`config.mk`:
```
export PLATFORM = sky130hd
export DESIGN_NAME = tiec_divider
export DESIGN_NICKNAME = d
export VERILOG_FILES = /design/src/rtl/core/tiec_pkg.sv /design/src/rtl/core/tiec_divider.sv
export VERILOG_INCLUDE_DIRS = /design/src /design/src/rtl/core
export SDC_FILE = /design/constraint.sdc
export NUM_CORES = 1
export LEC_CHECK = 0
export BUFFER_PORTS_ARGS = -buffer_cell sky130_fd_sc_hd__buf_2
export CELL_PAD_IN_SITES_DETAIL_PLACEMENT = 1
export CELL_PAD_IN_SITES_GLOBAL_PLACEMENT = 2
export CORE_UTILIZATION = 38
export DETAILED_ROUTE_END_ITERATION = 6
export PLACE_DENSITY_LB_ADDON = 0.1
export SLEW_MARGIN = 40
export SYNTH_ARGS = -nofsm -noshare
export SYNTH_HDL_FRONTEND = slang
export SYNTH_SLANG_ARGS = --single-unit
```
`constraint.sdc`:
```
create_clock -name clk -period 6.3 [get_ports clk]
set_clock_uncertainty 0.1 [all_clocks]
set_input_delay 0.945 -clock clk [delete_from_list [all_inputs] [get_ports clk]]
set_output_delay 0.945 -clock clk [all_outputs]
set_load 0.1 [all_outputs]
```
`src/rtl/core/toy_isa_execute_core_macros.svh`:
```
// Assertion macros shared by the execute core modules.
// Depends on nothing; included by files that carry assertions.
`ifndef TOY_ISA_EXECUTE_CORE_MACROS_SVH
`define TOY_ISA_EXECUTE_CORE_MACROS_SVH

`define TIE_ASSERT_IMPL(label, clk, rst, ante, cons, msg) \
  label: assert property (@(posedge clk) disable iff (rst) (ante) |-> (cons)) else $error(msg);

`define TIE_ASSERT_NEXT(label, clk, rst, ante, cons, msg) \
  label: assert property (@(posedge clk) disable iff (rst) (ante) |=> (cons)) else $error(msg);

`endif

```
`src/rtl/core/tiec_pkg.sv`:
```
// Shared opcodes, modes and divider command types for the execute core.
// Depends on nothing.
`default_nettype none
package tiec_pkg;
  localparam int DATA_DEPTH_DEF  = 4096;
  localparam int STACK_DEPTH_DEF = 256;
  localparam int REG_COUNT       = 8;

  localparam logic [4:0] OP_MOV = 5'd0;
  localparam logic [4:0] OP_LDR = 5'd1;
  localparam logic [4:0] OP_ADD = 5'd2;
  localparam logic [4:0] OP_SUB = 5'd3;
  localparam logic [4:0] OP_MUL = 5'd4;
  localparam logic [4:0] OP_DIV = 5'd5;
  localparam logic [4:0] OP_MOD = 5'd6;
  localparam logic [4:0] OP_INC = 5'd7;
  localparam logic [4:0] OP_AND = 5'd8;
  localparam logic [4:0] OP_OR  = 5'd9;
  localparam logic [4:0] OP_XOR = 5'd10;
  localparam logic [4:0] OP_NOT = 5'd11;
  localparam logic [4:0] OP_SHL = 5'd12;
  localparam logic [4:0] OP_SHR = 5'd13;
  localparam logic [4:0] OP_JMP = 5'd14;
  localparam logic [4:0] OP_JE  = 5'd15;
  localparam logic [4:0] OP_JNE = 5'd16;
  localparam logic [4:0] OP_JG  = 5'd17;
  localparam logic [4:0] OP_JGE = 5'd18;
  localparam logic [4:0] OP_JL  = 5'd19;
  localparam logic [4:0] OP_JLE = 5'd20;
  localparam logic [4:0] OP_CMP = 5'd21;
  localparam logic [4:0] OP_PUSH = 5'd22;
  localparam logic [4:0] OP_POP = 5'd23;
  localparam logic [4:0] OP_CALL = 5'd24;
  localparam logic [4:0] OP_RET = 5'd25;

  localparam logic [1:0] MODE_IMPL  = 2'd0;
  localparam logic [1:0] MODE_REG   = 2'd1;
  localparam logic [1:0] MODE_CONST = 2'd2;
  localparam logic [1:0] MODE_STORE = 2'd3;

  typedef struct packed {
    logic        start;
    logic [31:0] dividend;
    logic [31:0] divisor;
  } div_req_t;

  typedef struct packed {
    logic        done;
    logic [31:0] quotient;
    logic [31:0] remainder;
  } div_rsp_t;
endpackage
`default_nettype wire

```
`src/rtl/core/tiec_divider.sv`:
```
// Radix-2 signed divider, one quotient bit per cycle, truncating toward zero.
// Depends on tiec_pkg for the request and response structs.
`default_nettype none
module tiec_divider
  import tiec_pkg::*;
(
  input  wire logic     clk,
  input  wire logic     rst,
  input  wire div_req_t req,
  output div_rsp_t      rsp
);
  logic        busy;
  logic [5:0]  count;
  logic [31:0] quo;
  logic [31:0] rem;
  logic [31:0] dsr;
  logic        neg_q;
  logic        neg_r;
  logic        done;
  logic [32:0] trial;
  logic [32:0] shifted;

  assign shifted = {rem, quo[31]};
  assign trial   = shifted - {1'b0, dsr};

  always_ff @(posedge clk) begin
    if (rst) begin
      busy <= 1'b0;
      done <= 1'b0;
      count <= '0;
    end else begin
      done <= 1'b0;
      if (req.start) begin
        busy  <= 1'b1;
        count <= 6'd32;
      end else if (busy) begin
        count <= count - 6'd1;
        if (count == 6'd1) begin
          busy <= 1'b0;
          done <= 1'b1;
        end
      end
    end
  end

  always_ff @(posedge clk) begin
    if (req.start) begin
      quo   <= req.dividend[31] ? 32'(-req.dividend) : req.dividend;
      dsr   <= req.divisor[31] ? 32'(-req.divisor) : req.divisor;
      rem   <= '0;
      neg_q <= req.dividend[31] ^ req.divisor[31];
      neg_r <= req.dividend[31];
    end else if (busy) begin
      if (!trial[32]) begin
        rem <= trial[31:0];
        quo <= {quo[30:0], 1'b1};
      end else begin
        rem <= shifted[31:0];
        quo <= {quo[30:0], 1'b0};
      end
    end
  end

  assign rsp.done      = done;
  assign rsp.quotient  = neg_q ? 32'(-quo) : quo;
  assign rsp.remainder = neg_r ? 32'(-rem) : rem;

  `include "toy_isa_execute_core_macros.svh"
  `TIE_ASSERT_IMPL(a_no_restart, clk, rst, busy, !req.start, "divider restarted while busy")
  `TIE_ASSERT_NEXT(a_done_once, clk, rst, done, !done, "divider done held two cycles")
  `TIE_ASSERT_IMPL(a_done_idle, clk, rst, done, !busy, "divider done while busy")
endmodule
`default_nettype wire

```
**After elaboration in Yosys (flattened, before gate mapping)**

Index checks and enable logic that the tools add are counted.

- Add/subtract/negate cells: 6
- Equality and inequality tests: 1
- Multiplexer cells: 14
- Bitwise logic cells: 2
- Reduce and logical (&&, ||, !) cells: 3

Operators with widths:

| cell | number |
|---|---|
| $mux W32 | 6 |
| $neg A32 Y32 | 4 |
| $sub A33 B32 Y33 | 1 |
| $mux W31 | 1 |
| $mux W6 | 2 |
| $eq A6 B1 Y1 const B | 1 |
| $sub A6 B1 Y6 const B | 1 |
| $mux W1 | 5 |
| $reduce_or A3 Y1 | 1 |
| $reduce_bool A2 Y1 | 1 |
| $reduce_or A2 Y1 | 1 |
| $not A1 Y1 | 1 |
| $xor A1 B1 Y1 | 1 |

- Register bits after elaboration: 106
- Logic and storage cells: 36

**Longest topological paths before layout**

- Depth in word-level cells: 4
- Depth in mapped cells: 12

**Least setup slack after synthesis**

OpenSTA, ideal clock, no wires.

- Path kind: register to output
- Start point: reg quo[10]
- End point: out rsp[59] in the netlist's numbering
- Data arrival time: 3.248 ns
- Required time: 5.255 ns
- Path slack: 2.007 ns
- Stages on the path, launching flop included: 9
- Path buffers: 0
- Path through: edfxtp_1 or4_4 nor4_4 nand3_2 or3_4 or2_4 or3_4 o31ai_2 xnor2_1

RTL lines:

| item | line | RTL |
|---|---|---|
| start: declaration | tiec_divider.sv:14 | `logic [31:0] quo;` |
| start signal: assignment | tiec_divider.sv:48 | `quo <= req.dividend[31] ? 32'(-req.dividend) : req.dividend;` |
| start signal: assignment | tiec_divider.sv:56 | `quo <= {quo[30:0], 1'b1};` |
| start signal: assignment | tiec_divider.sv:59 | `quo <= {quo[30:0], 1'b0};` |
| end: declaration | tiec_divider.sv:10 | `output div_rsp_t rsp` |

==> results.json <==
{
  "status": "finished with violations",
  "violations": "design-rule violations",
  "cts_resized": 0,
  "coreArea_sq_um": 22000,
  "p_seq_frac": 0.330,
  "cp_slowest_stage_delay_ps": 450,
  "cts_buffers": 9,
  "postCtsHoldBufs": 0,
  "synth-simple-area-share": 0.203,
  "dp_cells": 1386,
  "yosysUniqueCellTypes": 72,
  "antenna_found_initial": 0,
  "yosysTopAreaCell": "edfxtp_1",
  "fmax_mhz": 220,
  "dieArea_sq_um": 23100,
  "ys_ff_latch": 106,
  "crit_path_max_fanout": 7,
  "critPathKind": "flop to primary output",
  "grt_pass1_vias": 7617,
  "vias_per_cell": 5.44,
  "p_sw_frac": 0.485,
  "cts_root_buf": "clkbuf_16",
  "dp_hpwl_mm": 19.1,
  "post-cts-setup-buffers": 0,
  "synthXorXnorAreaFrac": 0.154,
  "ys_warn_count": 0,
  "p_sw_mw": 1.30,
  "synth_cells": 1015,
  "vias": 7627,
  "netlist.area_leader.share": 0.231,
  "place.port_buffers": 131,
  "drt_iter0_drc": 311,
  "num_rows": 54,
  "synth_top_family_by_area": "compound AO/OA/AOI/OAI gates",
  "syn-num-nets": 1121,
  "cts.reportedPaths.clkPinSlew_ps": 70,
  "share_clk_of_total_power": 0.201,
  "pre_cts_slack_ps": 2100,
  "vdd_ir_drop_max_uv": 133,
  "grt_pass1_wl_mm": 39.8,
  "wl_per_cell_microns": 17.2,
  "synth-edff-count": 66,
  "path_delay_family": "simple AND/OR/NAND/NOR gates",
  "worstPathArrival_ps": 3510,
  "n_antenna_cell": 0,
  "finalWeightedCongestion": 0.782,
  "wl_mm": 24.1,
  "setup_ws_ps": 1740,
  "yosys-top-cells-area": "edfxtp_1, xnor2_1, dfxtp_1",
  "syn2layout_area_growth_pct": 13.4,
  "cap_viol_max_count": 0,
  "p_int_mw": 1.38,
  "grt_max_degree": 66,
  "cp-start-kind": "flop",
  "drc": 28,
  "ant_nets": 0,
  "syn_area_per_cell_sq_um": 8.44,
  "fin_hold_ws_ps": 404,
  "synthFlopType": "edfxtp_1",
  "grtUsageTotal": 0.213,
  "p_comb_frac": 0.469,
  "fillers": 2717,
  "synth-adder-area-share": 0.0578,
  "finalSetupViolCount": 0,
  "timing.slew.headroom": 0.491,
  "htreeDepth": 3,
  "finalSetupTns_ps": 0,
  "cts_tree": "yes",
  "synth_compound_area_frac": 0.209,
  "crit_path_end_kind": "primary output",
  "slew_violations": 0,
  "timing_hold_violations_final": 0,
  "cp.required_ps": 5250,
  "synthMuxAreaShare": 0.00599,
  "crit_chain": "nor3_1, nand4b_1, or2_1, nand2b_4, or4_4, or3_4, o31ai_4, xnor2_1, buf_2",
  "tightestPinTransition_ps": 760,
  "clock-sinks": 106,
  "instances_no_fill": 1402,
  "drive_gt1_frac": 0.163,
  "layout.nets": 1223,
  "period_needed_ps": 4560,
  "hold_class": "flop to flop",
  "insertion_delay_ps": 360,
  "start_util": 0.390,
  "fp.dieH_microns": 152,
  "dr.pass1.iters": 6,
  "synthTopCellsByCount": "nand2_1, xnor2_1, nor2_1, a21oi_1, edfxtp_1",
  "powerDensity_nw_per_um2": 277,
  "syn_area_sq_um": 8570,
  "rsz0062_at_grt": "no",
  "yosysSeqAreaShare": 0.325,
  "clock_path_buffers": 2,
  "p_leak_nw": 3.86,
  "top_level_ports": 132,
  "fin_crit_sh": 0.723,
  "crit_buf_inv": 1,
  "crit_slowest_cell": "or4_4",
  "yosysMostFrequentCell": "nand2_1",
  "grt.overflow.total": 0,
  "die_w_microns": 152,
  "async_flop_share": 0
}
-- cells by family (layout without fill, tap and decap cells) --
logic type,Yosys count,in the layout
and+or+nand+nor,353,353
AOI/OAI and AO/OA,263,263
xor gates and xnor gates,151,151
DFF,106,106
buffers and inverters,98,205
adders and majority gates,39,39
muxes,5,5
-- area by class of cell --
class                      instances  area (sq um)  share of cell area
tap                              280           350              0.0361
inverter                          50           188              0.0193
timing repair buffer             139           726              0.0747
clock buffer                      10           229              0.0236
clock inverter                     6          38.8             0.00399
multi-input combinational        811          5400               0.556
sequential                       106          2780               0.287
-- metrics by stage --
step	total power, mW	util	area [sq um]
after global placement	2.16	0.429	9420
after floorplan	1.91	-	8570
after global routing	2.82	0.442	9710
final	2.69	0.442	9710
after CTS	2.71	0.442	9710
after detailed placement	2.17	0.430	9440
-- worst min-delay path, cell delays in order (launching register included) --
cell and delay, ps:
dfxtp_1 330, nor2_1 90, a211oi_1 50
-- path summary, 6_finish.rpt --
path            start  endpoint  slack, ps  cells after the start
min          count[1]  count[1]        400                      2
min reg2reg  count[1]  count[1]        400                      2
max reg2reg   quo[31]   rem[24]       2400                     12
max            rem[2]   rsp[28]       1740                      9
-- registers in the layout (all words and copies together), names as in the netlist --
| name | flops |
|---|---|
| dsr | 32 |
| quo | 32 |
| rem | 32 |
| count | 6 |
| busy | 1 |
| done | 1 |
| neg_q | 1 |
| neg_r | 1 |
-- metal layers --
metal  GRT usage  up-vias  part of all wire
met1       0.294     3585              0.50
met3      0.0202       16             0.035
li1            -     3880                 -
met5           0        -                 0
met2       0.354      146              0.45
met4      0.0573        0             0.012
-- power groups by stage --
stage / sequential (mW) / clock (mW) / combinational, mW
after floorplan: 0.873 / 0 / 1.04
after global placement: 0.905 / 0 / 1.25
after detailed placement: 0.904 / 0 / 1.26
after CTS: 0.888 / 0.557 / 1.27
after global routing: 0.899 / 0.576 / 1.34
final: 0.888 / 0.539 / 1.26
-- cell usage in the layout, fill, tap and decap left out, drive strengths merged, types with 16 or more instances in the layout --
| cell type | count |
|---|---|
| buf | 139 |
| nand2 | 115 |
| xnor2 | 101 |
| nor2 | 99 |
| a21oi | 69 |
| edfxtp | 66 |
| o21ai | 59 |
| inv | 53 |
| xor2 | 50 |
| dfxtp | 40 |
| ha | 38 |
| o31ai | 33 |
| o41ai | 23 |
| nor3 | 21 |
| or3 | 21 |
| a311oi | 19 |
| a21o | 16 |
| or4 | 16 |
Note: power is estimated with default switching activity, not from simulation.
